$ cat config.mk
export PLATFORM = sky130hd
export DESIGN_NAME = mrds_div_cell
export DESIGN_NICKNAME = d
export VERILOG_FILES = /design/src/design/mrds_pkg.sv /design/src/design/mrds_div_cell.sv
export SDC_FILE = /design/constraint.sdc
export NUM_CORES = 1
export LEC_CHECK = 0
export ABC_AREA = 0
export BUFFER_PORTS_ARGS = -buffer_cell sky130_fd_sc_hd__buf_2
export CAP_MARGIN = 0
export CORE_MARGIN = 10
export CORE_UTILIZATION = 50
export CTS_CLUSTER_DIAMETER = 100
export CTS_CLUSTER_SIZE = 8
export DETAILED_ROUTE_END_ITERATION = 10
export PLACE_DENSITY_LB_ADDON = 0.2
export SLEW_MARGIN = 25
export SYNTH_ARGS = -nofsm -noshare
export SYNTH_HDL_FRONTEND = slang
export SYNTH_SLANG_ARGS = --single-unit
$ cat constraint.sdc
create_clock -name clk -period 3.8 [get_ports clk]
set_input_delay 0.76 -clock clk [delete_from_list [all_inputs] [get_ports clk]]
set_output_delay 0.76 -clock clk [all_outputs]
set_load 0.05 [all_outputs]
$ cat src/design/mrds_pkg.sv
// ----------------------------------------------------------------------------
// Meter reading display scaler package
// Operation codes, register indexes, scaling constants and the stage record.
// ----------------------------------------------------------------------------
package mrds_pkg;

  // Operation codes
  localparam logic [2:0] OP_REACTIVE = 3'd1;
  localparam logic [2:0] OP_ACTIVE   = 3'd2;
  localparam logic [2:0] OP_VOLTAGE  = 3'd3;
  localparam logic [2:0] OP_CURRENT  = 3'd4;
  localparam logic [2:0] OP_PFACTOR  = 3'd5;

  // Register indexes
  localparam logic [1:0] CFG_VOLTAGE_RATIO = 2'd0;
  localparam logic [1:0] CFG_CURRENT_RATIO = 2'd1;

  // Scaling constants
  localparam int QUO_W   = 28;          // top bit marks quotient >= 2^27
  localparam int DEN_W   = 26;
  localparam int REM_W   = 64;

  localparam logic [8:0]  K_POWER   = 9'd500;
  localparam logic [8:0]  K_VOLTAGE = 9'd220;
  localparam logic [8:0]  K_ONE     = 9'd1;
  localparam logic [22:0] DEN_POWER = 23'd5365200;   // 53652 * 100
  localparam logic [22:0] DEN_TENK  = 23'd10000;

  // Reciprocals for constant division of the 27-bit quotient and the ratio code
  localparam logic [26:0] RCP_10K  = 27'd109951163;  // ceil(2^40 / 10000)
  localparam logic [20:0] RCP_10   = 21'd1677722;    // ceil(2^24 / 10)
  localparam logic [16:0] RCP_DIG  = 17'd52429;      // ceil(2^19 / 10)

  localparam logic [26:0] LIM_MEGA_SAT = 27'd100000000;
  localparam logic [26:0] LIM_MEGA     = 27'd1000000;
  localparam logic [26:0] LIM_KILO     = 27'd1000;
  localparam logic [15:0] DISP_MEGA_MAX = 16'd9999;
  localparam logic [15:0] DISP_PF_ONE   = 16'd1000;
  localparam logic [15:0] DISP_MAX      = 16'hFFFF;

  // Record handed from cell to cell
  typedef struct packed {
    logic [REM_W-1:0] rem;
    logic [DEN_W-1:0] den;
    logic [QUO_W-1:0] quo;
    logic [2:0]       op;
    logic             neg;
    logic             nz;
    logic             err;
    logic             pf_one;
  } stage_t;

endpackage

$ cat src/design/mrds_div_cell.sv
// ----------------------------------------------------------------------------
// Meter reading display scaler divider cell
// One restoring step: settles one quotient bit and passes the record on.
// ----------------------------------------------------------------------------
module mrds_div_cell #(
  parameter int SHIFT_BIT = 0
) (
  input  logic             clk,
  input  logic             rst,
  input  logic             en,
  input  logic             in_valid,
  input  mrds_pkg::stage_t in_stage,
  output logic             out_valid,
  output mrds_pkg::stage_t out_stage
);

  logic [mrds_pkg::REM_W-1:0] dsh;
  logic                       take;
  mrds_pkg::stage_t           stage_next;

  // Compare against the shifted divisor
  assign dsh  = mrds_pkg::REM_W'(in_stage.den) << SHIFT_BIT;
  assign take = (in_stage.rem >= dsh);

  // Subtract and shift in the quotient bit
  always_comb begin
    stage_next     = in_stage;
    stage_next.rem = take ? (in_stage.rem - dsh) : in_stage.rem;
    stage_next.quo = {in_stage.quo[mrds_pkg::QUO_W-2:0], take};
  end

  always_ff @(posedge clk) begin
    if (rst) begin
      out_valid <= 1'b0;
    end else if (en) begin
      out_valid <= in_valid;
    end
  end

  always_ff @(posedge clk) begin
    if (en) begin
      out_stage <= stage_next;
    end
  end

endmodule

# Word-level counts from Yosys, hierarchy flattened
# Index checks and enable logic that the tools add are counted.
# word_totals
elab_cells	12
ff_bits	126
in_bits	129
ramBits	0
mem_bits_ro	0
mem_count	0
output_inout_bits	126
latchBits	0
# op_classes
n_mul	0
div	0
shift	0
addsub	1
muxes	1
magnitude_cmp	1
n_reduce_logical	0
eq_ne	0
bitwise	0
# ops
operator	n
>= comparator 64 x 26 -> 1 bit	1
two-way mux 64 bit	1
subtractor 64 x 26 -> 64 bit	1

# Logic depth before layout (Yosys ltp)
# logic_depth
depth_word	2
mapped_depth	12
ltp_nobuf	12

# Worst setup path before layout
# No wires, ideal clock.
# synth_timing
path_type	input to register
startpoint	in in_stage[59] in the netlist's numbering
endpoint	reg out_stage[116] in the netlist's numbering (data pin)
required_ns	3.528
stages	11
path_slack_ns	0.414
setup_ns	0.272
t_arrival_ns	3.114
path_buffers	1
cell_sequence	inv_1 ha_1 buf_2 nand2_1 or3_1 nand2b_1 nor4_2 a211oi_4 a2111o_2 a2111oi_2 xor2_1
# synth_lines
element	line_no	source
from (decl)	mrds_div_cell.sv:12	input mrds_pkg::stage_t in_stage,
to (signal assigned)	mrds_div_cell.sv:42	out_stage <= stage_next;
to (decl)	mrds_div_cell.sv:14	output mrds_pkg::stage_t out_stage

==> flow_metrics.py <==
metrics = {
    "outcome": {
        "status": "complete, no violations",
    },
    "placement": {
        "gp_congestion": 0.869,
        "io_buffers": 253,
        "hpwlAfterDp_mm": 16.9,
        "placedCellCount": 1025,
    },
    "global_route": {
        "grt.busiest_layer": "met2",
        "grtUsageMet1_pct": 27.5,
        "track_usage_pct": 22.5,
        "first_global_vias": 5914,
        "antenna_found_initial": 2,
        "use_met2_pct": 36.7,
        "grtUsageMet3_pct": 7.20,
        "grt_max_degree": 60,
        "grt_pass1_wl_mm": 32.4,
        "grt_overflow_total": 0,
    },
    "floorplan": {
        "io-pin-count": 255,
        "initial_core_util_pct": 50.9,
        "die_h_um": 136,
        "die_w_um": 136,
        "core_mm2": 0.0132,
        "die_area_mm2": 0.0185,
        "rows": 42,
    },
    "setup_path": {
        "endpoint_kind": "flip-flop",
        "worst_path_most_repeated_cell": "buf_4",
        "critPathSlowestCell": "a211oi_1",
        "startpoint_type": "primary input",
        "critPathTopFamily": "compound AO/OA/AOI/OAI gates",
        "cp_num_buf_inv": 4,
        "max_stage_delay_ps": 410,
        "crit_required_ps": 3980,
        "critPathKind": "primary input to flip-flop",
        "cp_max_fo": 25,
        "cp_cell_sequence": "buf_2 -> inv_1 -> ha_1 -> a211oi_1 -> nand3_1 -> nor4_2 -> o211ai_1 -> a211oi_4 -> buf_4 -> a311oi_2 -> buf_4 -> nand4_1 -> xnor2_1",
        "cp.arrival_ps": 3560,
    },
    "sta": {
        "fmax_mhz": 295,
        "hold_viol": 0,
        "worst_slew_pin_slew_ps": 588,
        "timing.final.max_slew_violations": 0,
        "clock_skew_ps": 0,
        "setup_tns_ps": 0,
        "setup-violations-final": 0,
        "rsz0062_at_grt": "false",
        "slew_headroom_pct": 60.4,
        "period_minus_slack_ps": 3380,
        "post-route-period-util_pct": 89.1,
    },
    "detailed_routing": {
        "wl_mm": 21.4,
        "viasPerCell": 5.46,
        "wl_per_cell_um": 20.2,
        "antenna_left": 0,
        "vias": 5777,
        "drcViolationCount": 0,
        "first_pass_iters": 5,
        "drt-initial-drc-count": 481,
    },
    "synthesis": {
        "ys_types": 64,
        "synth_area_mm2": 0.00674,
        "synth.avg_cell_area_um2": 11.4,
        "yosysMostFrequentCell": "edfxtp_1",
        "synth-edff-count": 125,
        "synth_fa_ha_area_share_pct": 5.12,
        "synthMuxAreaShare_pct": 0.483,
        "netlist_top_cells_area": "edfxtp_1, ha_1, xnor2_1",
        "synth_common_cells": "edfxtp_1, nand2_1, o21ai_0",
        "synth_flop_cell": "edfxtp_1",
        "synthXorXnorAreaFrac_pct": 7.67,
        "ys_ff_latch": 126,
        "seq_area_frac_synth_pct": 56.0,
        "synth-simple-area-share_pct": 16.3,
        "ys_warn_count": 0,
        "synthesis.nets": 746,
        "synth_top_family_by_area": "simple AND/OR/NAND/NOR gates",
        "ys_async_sr_fraction_pct": 0,
        "synth_cells": 590,
        "synth_top_area_cell": "edfxtp_1",
        "synthDominantCellAreaShare_pct": 55.7,
        "synth_compound_area_share_pct": 11.0,
    },
    "finish": {
        "final_cell_count_no_fill": 1059,
        "multi_input_area_mm2": 0.00274,
        "seq_area_mm2": 0.00377,
        "fin_nets": 1024,
        "fill_cells": 1064,
        "drive_above_1_share_pct": 37.6,
        "syn_to_final_growth_pct": 32.2,
    },
    "flow_run": {
        "maxCapViolations": 0,
    },
    "clock_network": {
        "hold_buffers": 0,
        "path_clk_slew_ps": 60,
        "htreeDepth": 4,
        "numCtsBuffers": 17,
        "post_cts_resized": 0,
        "cts.sinks": 126,
        "cts_max_path_buffers": 2,
        "root_buffer": "clkbuf_16",
        "cts_setup_buffers": 0,
        "clock_latency_ps": 420,
        "tritoncts": "yes",
    },
    "power_and_ir_drop": {
        "power_density_mw_per_mm2": 497,
        "ir_drop_mv": 0.232,
        "leakagePower_nw": 3.77,
    },
    "hold_path": {
        "hp-class": "primary input to flip-flop",
    },
}
-- area by class of cell --
| class | instances | share of cell area (%) |
|---|---|---|
| flip-flops and latches | 126 | 42.3 |
| multi-input cells | 408 | 30.7 |
| repair buffers | 277 | 16.4 |
| clock buffers | 17 | 4.77 |
| well taps | 176 | 2.47 |
| clock inverters | 14 | 1.63 |
| inverters | 38 | 1.63 |
| diodes | 3 | 0.0842 |
-- through the flow --
stage	hold slack [ps]	instance area (um^2)	util (%)	worst slack, ps	total power, mW
finish	490	8910	67.3	415	4.43
global route	489	8910	67.3	212	4.58
CTS	487	8910	67.3	447	4.45
detailed placement	533	8340	62.9	8.84	2.87
global placement	474	8340	62.9	87.0	2.85
floorplan	733	6740	-	414	2.52
-- cell usage in the layout (no fill, tap or decap), types with 8 or more instances in the layout --
cell type,instances
buf_2,252
edfxtp_1,125
nand2_1,56
o21ai_0,40
inv_1,37
xnor2_1,32
nor2_1,28
xor2_1,27
nor3_1,26
ha_1,26
nand3_1,25
buf_4,24
a21oi_1,22
clkbuf_16,17
nor4_1,13
a21o_1,11
or3_1,10
nand4_1,9
a31oi_1,9
nand2b_1,8
-- kinds of logic (layout without fill, tap and decap cells) --
kind of cell	count (synthesis)	after routing
DFF	126	126
and+or+nand+nor	207	207
adders and majority gates	27	27
other	0	3
AOI/OAI and AO/OA	112	112
buffers and inverters	56	346
xor gates and xnor gates	59	59
muxes	3	3
-- registers in the layout, summed over array words and instances (netlist names) --
| name | flops |
|---|---|
| out_valid | 1 |
| out_stage | 125 |
-- power by group --
group	switching [mW]	internal [mW]	leakage [nW]	total, mW
clock network	0.619	0.959	0.271	1.58
logic	0.826	0.297	2.27	1.12
registers	0.0341	1.69	1.23	1.73
total	1.48	2.95	3.77	4.43
-- worst paths after layout --
kind                          to          from  cells after the start  slack [ps]
hold / removal         out_valid           rst                      2         490
hold reg to reg        out_valid     out_valid                      2         530
setup reg to reg       out_valid     out_valid                      2        3180
setup / recovery  out_stage[110]  in_stage[60]                     13         420
-- routing by layer --
metal | vias to the layer above | share of wire, %
met1 | 2716 | 41
met2 | 270 | 48
met4 | 0 | 1.8
li1 | 2756 | -
met5 | - | 0
met3 | 35 | 8.8
No activity file was read; power rests on OpenSTA's default activity.
