File: src/design/mrds_pkg.sv
// ----------------------------------------------------------------------------
// Meter reading display scaler package
// Operation codes, register indexes, scaling constants and the stage record.
// ----------------------------------------------------------------------------
package mrds_pkg;

  // Operation codes
  localparam logic [2:0] OP_REACTIVE = 3'd1;
  localparam logic [2:0] OP_ACTIVE   = 3'd2;
  localparam logic [2:0] OP_VOLTAGE  = 3'd3;
  localparam logic [2:0] OP_CURRENT  = 3'd4;
  localparam logic [2:0] OP_PFACTOR  = 3'd5;

  // Register indexes
  localparam logic [1:0] CFG_VOLTAGE_RATIO = 2'd0;
  localparam logic [1:0] CFG_CURRENT_RATIO = 2'd1;

  // Scaling constants
  localparam int QUO_W   = 28;          // top bit marks quotient >= 2^27
  localparam int DEN_W   = 26;
  localparam int REM_W   = 64;

  localparam logic [8:0]  K_POWER   = 9'd500;
  localparam logic [8:0]  K_VOLTAGE = 9'd220;
  localparam logic [8:0]  K_ONE     = 9'd1;
  localparam logic [22:0] DEN_POWER = 23'd5365200;   // 53652 * 100
  localparam logic [22:0] DEN_TENK  = 23'd10000;

  // Reciprocals for constant division of the 27-bit quotient and the ratio code
  localparam logic [26:0] RCP_10K  = 27'd109951163;  // ceil(2^40 / 10000)
  localparam logic [20:0] RCP_10   = 21'd1677722;    // ceil(2^24 / 10)
  localparam logic [16:0] RCP_DIG  = 17'd52429;      // ceil(2^19 / 10)

  localparam logic [26:0] LIM_MEGA_SAT = 27'd100000000;
  localparam logic [26:0] LIM_MEGA     = 27'd1000000;
  localparam logic [26:0] LIM_KILO     = 27'd1000;
  localparam logic [15:0] DISP_MEGA_MAX = 16'd9999;
  localparam logic [15:0] DISP_PF_ONE   = 16'd1000;
  localparam logic [15:0] DISP_MAX      = 16'hFFFF;

  // Record handed from cell to cell
  typedef struct packed {
    logic [REM_W-1:0] rem;
    logic [DEN_W-1:0] den;
    logic [QUO_W-1:0] quo;
    logic [2:0]       op;
    logic             neg;
    logic             nz;
    logic             err;
    logic             pf_one;
  } stage_t;

endpackage

File: src/design/mrds_front.sv
// ----------------------------------------------------------------------------
// Meter reading display scaler front end
// Takes the magnitude and builds the numerator and divisor in three stages.
// ----------------------------------------------------------------------------
module mrds_front (
  input  logic                 clk,
  input  logic                 rst,
  input  logic                 en,
  input  logic                 in_valid,
  input  logic [23:0]          raw_reading,
  input  logic [2:0]           operation,
  input  logic [15:0]          voltage_ratio,
  input  logic [15:0]          current_ratio_code,
  output logic                 out_valid,
  output mrds_pkg::stage_t     out_stage
);

  logic [23:0] mag;
  logic        is_pow, is_volt, is_cur;
  logic [31:0] dig_prod;
  logic [3:0]  digit;
  logic [8:0]  k1;
  logic [25:0] den;

  logic        f1_valid, f2_valid, f3_valid;
  logic [32:0] f1_m1;
  logic [15:0] f1_pt, f1_ct, f2_ct;
  logic [48:0] f2_m2;
  logic [64:0] prod3;
  mrds_pkg::stage_t f1_s, f2_s, f3_s;
  mrds_pkg::stage_t f1_next, f3_next;

  // Decode operation and ratio digit
  assign is_pow  = (operation == mrds_pkg::OP_REACTIVE) || (operation == mrds_pkg::OP_ACTIVE);
  assign is_volt = (operation == mrds_pkg::OP_VOLTAGE);
  assign is_cur  = (operation == mrds_pkg::OP_CURRENT);
  assign mag = raw_reading[23] ? 24'(25'h1000000 - {1'b0, raw_reading}) : raw_reading;
  assign dig_prod = 32'(current_ratio_code) * 32'(mrds_pkg::RCP_DIG);
  assign digit = 4'(current_ratio_code - (16'(dig_prod[31:19]) * 16'd10));

  always_comb begin
    if (is_pow) begin
      k1  = mrds_pkg::K_POWER;
      den = 26'(mrds_pkg::DEN_POWER) * 26'(digit);
    end else if (is_volt) begin
      k1  = mrds_pkg::K_VOLTAGE;
      den = 26'(mrds_pkg::DEN_TENK);
    end else begin
      k1  = mrds_pkg::K_ONE;
      den = 26'(mrds_pkg::DEN_TENK) * 26'(digit);
    end
  end

  // Build the first stage record
  always_comb begin
    f1_next        = '0;
    f1_next.den    = den;
    f1_next.op     = operation;
    f1_next.neg    = raw_reading[23];
    f1_next.err    = (is_pow || is_cur) && (digit == 4'd0);
    f1_next.pf_one = !raw_reading[23] && (mag != 24'd0);
  end

  assign prod3 = 65'(f2_m2) * 65'(f2_ct);

  // Load the numerator into the third stage record
  always_comb begin
    f3_next     = f2_s;
    f3_next.rem = prod3[63:0];
    f3_next.nz  = (prod3[63:0] != 64'd0);
  end

  // Advance the three multiply stages
  always_ff @(posedge clk) begin
    if (rst) begin
      f1_valid <= 1'b0;
      f2_valid <= 1'b0;
      f3_valid <= 1'b0;
    end else if (en) begin
      f1_valid <= in_valid;
      f2_valid <= f1_valid;
      f3_valid <= f2_valid;
    end
  end

  always_ff @(posedge clk) begin
    if (en) begin
      f1_m1 <= 33'(mag) * 33'(k1);
      f1_pt <= (is_pow || is_volt) ? voltage_ratio : 16'd1;
      f1_ct <= (is_pow || is_cur) ? current_ratio_code : 16'd1;
      f1_s  <= f1_next;

      f2_m2 <= 49'(f1_m1) * 49'(f1_pt);
      f2_ct <= f1_ct;
      f2_s  <= f1_s;

      f3_s  <= f3_next;
    end
  end

  assign out_valid = f3_valid;
  assign out_stage = f3_s;

endmodule

File: config.mk
export PLATFORM = sky130hd
export DESIGN_NAME = mrds_front
export DESIGN_NICKNAME = d
export VERILOG_FILES = /design/src/design/mrds_pkg.sv /design/src/design/mrds_front.sv
export SDC_FILE = /design/constraint.sdc
export NUM_CORES = 2
export LEC_CHECK = 0
export BUFFER_PORTS_ARGS = -buffer_cell sky130_fd_sc_hd__buf_4
export CAP_MARGIN = 20
export CORE_ASPECT_RATIO = 1.25
export CORE_MARGIN = 2
export CORE_UTILIZATION = 25
export DETAILED_ROUTE_END_ITERATION = 8
export PLACE_DENSITY = 0.51
export REMOVE_ABC_BUFFERS = 1
export SYNTH_ARGS = -nofsm -noshare
export SYNTH_HDL_FRONTEND = slang
export SYNTH_SLANG_ARGS = --single-unit
File: constraint.sdc
create_clock -name clk -period 27.2 [get_ports clk]
set_clock_uncertainty 0.1 [all_clocks]
set_input_delay 1.36 -clock clk [delete_from_list [all_inputs] [get_ports clk]]
set_output_delay 1.36 -clock clk [all_outputs]
set_load 0.01 [all_outputs]
Word-level counts from Yosys, hierarchy flattened
Cells that the tools add are included.
- add/sub/neg operators: 2
- multiply operators: 7
- equal/unequal tests: 4
- multiplexer cells: 5
- reduce and logical (&&, ||, !) cells: 9
- operators with widths (operator ; number):
    multiplier 49 x 16 -> 64 bit ; 1
    nonzero test 64 bit ; 1
    multiplier 33 x 16 -> 49 bit ; 1
    multiplier 24 x 9 -> 33 bit ; 1
    multiplier 16 x 16 -> 32 bit, second input constant ; 1
    2-to-1 mux 26 bit ; 1
    2-to-1 mux 24 bit ; 1
    nonzero test 24 bit ; 1
    subtractor 1 x 24 -> 24 bit, first input constant ; 1
    multiplier 19 x 4 -> 22 bit, first input constant ; 1
    2-to-1 mux 18 bit ; 1
    multiplier 10 x 4 -> 14 bit, first input constant ; 1
    multiplier 13 x 3 -> 3 bit, second input constant ; 1
    2-to-1 mux 9 bit ; 1
    2-to-1 mux 8 bit ; 1
    equality test 3 x 2 -> 1 bit, second input constant ; 2
    zero test 4 bit ; 1
    subtractor 4 bit ; 1
    equality test 3 x 1 -> 1 bit, second input constant ; 1
    equality test 3 bit, second input constant ; 1
    logical OR 1 bit ; 3
    logical AND 1 bit ; 2
    zero test 1 bit ; 1
- flip-flop bits (word level): 294
- bits of input ports: 63
- word-level logic and storage cells: 53

Logic depth before layout (Yosys ltp)
- depth in word-level cells: 6
- gate-level depth with buffers: 40
- mapped depth without buffers: 39

Worst setup path after synthesis
OpenSTA, ideal clock, no wires.
- kind: in2reg
- start: in current_ratio_code[10]
- end: reg f1_s[60] (netlist name) (data pin)
- library setup time: 0.255 ns
- arrival: 10.460 ns
- data required time: 26.845 ns
- setup slack: 16.385 ns
- stages on the path: 39
- path buffers: 1
- path through: ha_1 > ha_1 > inv_1 > fa_1 > inv_1 > fa_1 > fa_1 > fa_1 > ha_1 > a21oi_1 > o22ai_1 > or4_1 > a21oi_1 > o21ai_0 > xor2_1 > ha_1 > fa_1 > xor2_1 > [3 not listed] > xnor2_1 > ha_1 > ha_1 > o21bai_1 > fa_1 > ha_1 > clkbuf_1 > and4b_1 > o21ai_0 > a21boi_0 > o21a_1 > o21a_1 > o21ai_0 > a21oi_1 > o2111ai_1 > nor4b_1 > xnor3_1 > and2_1
- cells in the longest elaborated chain, start to end: 5
- RTL lines (what ; RTL line ; RTL):
    start, declared ; mrds_front.sv:13 ; input logic [15:0] current_ratio_code,
    multiplier 16 x 16 -> 32 bit ; mrds_front.sv:38 ; assign dig_prod = 32'(current_ratio_code) * 32'(mrds_pkg::RCP_DIG);
    multiplier 13 x 3 -> 3 bit ; mrds_front.sv:39 ; assign digit = 4'(current_ratio_code - (16'(dig_prod[31:19]) * 16'd10));
    subtractor 4 bit ; mrds_front.sv:39 ;
    multiplier 19 x 4 -> 22 bit ; mrds_front.sv:44 ; den = 26'(mrds_pkg::DEN_POWER) * 26'(digit);
    2-to-1 mux 26 bit ; mrds_front.sv:42 ; if (is_pow) begin
    end signal, assigned ; mrds_front.sv:91 ; f1_s <= f1_next;
    end, declared ; mrds_front.sv:30 ; mrds_pkg::stage_t f1_s, f2_s, f3_s;
Every way passes these cells.
A chain may end at the register's enable or synchronous reset.

Worst setup path in the final report
- start: in current_ratio_code[0]
- end: reg f1_s[60] (netlist name) (data pin)
- cells in the longest elaborated chain, start to end: 5
- RTL lines (what ; RTL line):
    multiplier 16 x 16 -> 32 bit ; mrds_front.sv:38
    multiplier 13 x 3 -> 3 bit ; mrds_front.sv:39
    subtractor 4 bit * ; mrds_front.sv:39
    multiplier 19 x 4 -> 22 bit * ; mrds_front.sv:44
    2-to-1 mux 26 bit * ; mrds_front.sv:42
Mark *: on every way between the ends. The rest lies on a longest branch, timed or not.

==> run summary <==
status: finished clean
clk slew on worst S/H paths: 0.06 ns
postcts setup bufs: 0
CTS H-tree depth: 2
CP Class: in -> reg
Hold-fix buffers, CTS: 0
ANT cells: 0
crit path launch type: primary input
die height: 550 um
Cell Rows: 200
synth unique cells: 85
clk_lat worst skew: 0.62 ns
largest net degree at the start of global routing: 88
initial antenna violation count: 0
clock buffer depth: 3
DR iter-0 viols: 2202
Tightest Pin Transition: 1.07 ns
Vias: 42100
PostCTS Resize Cnt: 0
CP Max Fanout: 16
via-per-instance ratio: 4.50
largest cells by area after synthesis: fa_1 43%, edfxtp_1 14%, ha_1 9.2%
Crit path max-delay family: adder cells
Post-Syn Area: 59600 um^2
average wire per standard cell: 18.2 um
Nets: 7996
Data required, critical path: 27.48 ns
CTS Buf Count: 39
WP data arrival: 12.07 ns
post-synthesis register bit count: 282
Die Area: 243000 um^2
number of synthesized flops with an enable pin: 279
top cell type's share of synthesized area: 43.2%
CP max stage delay: 0.67 ns
unrepaired setup endpoints after global routing: false
Initial Util: 25.1%
Synth async-reset ratio: 0%
DRC viols: 0
final setup violation count: 0
Total GRT Usage: 14.2%
instance count on the critical path: 38
final wirelength: 170000 um
gpl congestion: 0.829
critical path's slowest cell: xnor2_1
post-route ant nets: 0
Hold WC Path Type: reg -> reg
period utilisation layout: 43.3%
top_reg_cell synth: edfxtp_1
fin crit period: 11.79 ns
# clock sinks: 282
Pre-antenna DRT Iters: 7
via count of the first global-routing pass: 46600
Total Neg Setup Slack: 0 ns
Final Hold Fails: 0
number of max-cap violations: 0
global-route wire length before repair: 269000 um
core area: 237000 um^2
register area share after synthesis: 14.1%
CTS tree: done
layout cells sized above 1: 4.97%
Synth Warn #: 0
post-layout util: 27.5%
WP buf/inv: 3
CP most frequent cell: ha_1
Worst Setup End Kind: flip-flop
Synth Instances: 6215
Die W: 441 um
dpl hpwl: 128000 um
Clock Tree Root: clkbuf_16
total gr overflow: 0
IO Pins: 189
Synth area leader: fa_1
relative slew slack: 28.8%
syn avg cell area: 9.60 um^2
FF-to-FF path depth: 25
hold depth: 0
area delta synth->final: 9.56%
I/O Buffers: 156
f_max: 84.8 MHz
Max Slew Vio Count: 0
-- cell usage after synthesis, types with 30 or more instances --
master and instances:
ha_1 438, a21oi_1 160, inv_1 1313, xnor2_1 112
edfxtp_1 279, and2_1 378, clkbuf_1 246, nor2_1 206
xor2_1 61, a21o_1 63, fa_1 1288, o21ai_0 84
nand3_1 30, o21a_1 32, nand2_1 1077, buf_4 32
-- through the flow --
step	hold WS [ns]	instances	setup slack (ns)	instance area (um^2)
after floorplan	0.300	5959	16.45	58500
after global placement	0.303	9297	15.03	64000
after detailed placement	0.305	9297	14.88	64000
after CTS	0.316	9366	15.52	65300
after global routing	0.320	9366	14.83	65300
final	0.316	9366	15.41	65300
-- logic make-up (layout without fill, tap and decap cells) --
family	Yosys count	count (layout)	share of synthesized area [%]
AO/OA/AOI/OAI	535	535	5.94
AND/OR/NAND/NOR	1885	1885	14.4
flip-flops	282	282	14.1
other	1	32	0.00629
XOR/XNOR	175	175	2.62
adder cells (fa/ha/maj)	1726	1726	52.4
buffers and inverters	1600	1589	10.3
multiplexers	11	11	0.187
-- placed cells by master, fill, tap and decap left out, types with 26 or more instances in the layout --
| cell type | Yosys | routed |
|---|---|---|
| buf_4 | 32 | 206 |
| fa_1 | 1288 | 1288 |
| o21a_1 | 32 | 32 |
| o21ai_0 | 84 | 84 |
| nor3_1 | 28 | 28 |
| nand4_1 | 26 | 26 |
| and3_1 | 28 | 28 |
| clkbuf_16 | 0 | 39 |
| xor2_1 | 61 | 61 |
| edfxtp_1 | 279 | 279 |
| inv_1 | 1313 | 1313 |
| and2_1 | 378 | 378 |
| xnor2_1 | 112 | 112 |
| a21o_1 | 63 | 63 |
| nand3_1 | 30 | 30 |
| conb_1 | 1 | 32 |
| nand2_1 | 1077 | 1077 |
| a21oi_1 | 160 | 159 |
| nor2_1 | 206 | 204 |
| ha_1 | 438 | 438 |
-- path summary, 6_finish.rpt --
kind,startpoint,slack [ns],endpoint
worst min-delay path,f1_ct[9]$_SDFFCE_PN0P_,0.32,f2_ct[9]$_DFFE_PP_
worst max register to register,f2_ct[4]$_DFFE_PP_,17.68,out_stage[2]$_DFFE_PP_
worst min register to register,f1_ct[9]$_SDFFCE_PN0P_,0.32,f2_ct[9]$_DFFE_PP_
worst max-delay path,current_ratio_code[0],15.41,f1_s[60]$_SDFFCE_PP0P_
-- registers in the layout (all words and copies together), names as in the netlist --
| register | cells |
|---|---|
| out_stage | 93 |
| f1_pt | 16 |
| f1_ct | 16 |
| out_valid | 1 |
| f2_valid | 1 |
| f1_m1 | 33 |
| f2_ct | 16 |
| f1_valid | 1 |
| f1_s | 28 |
| f2_m2 | 49 |
| f2_s | 28 |
-- per-layer routing --
metal	up-vias	share of wire (%)	GRT usage, %
li1	18800	-	-
met1	21900	44	19.0
met2	1181	49	24.4
met3	229	5.0	1.74
met4	0	2.2	3.21
met5	-	0	0
-- cell type report --
| class | instances | area [um^2] |
|---|---|---|
| inverters | 1313 | 4930 |
| clock inverters | 25 | 308 |
| clock buffers | 44 | 995 |
| repair buffers | 207 | 1560 |
| well taps | 3131 | 3920 |
| flip-flops and latches | 282 | 8440 |
| multi-input cells | 4364 | 45200 |
| fillers | 25200 | 172000 |
Power is not shown: default switching activity piles up to over one toggle a cycle in this logic, so the estimate is an artifact.
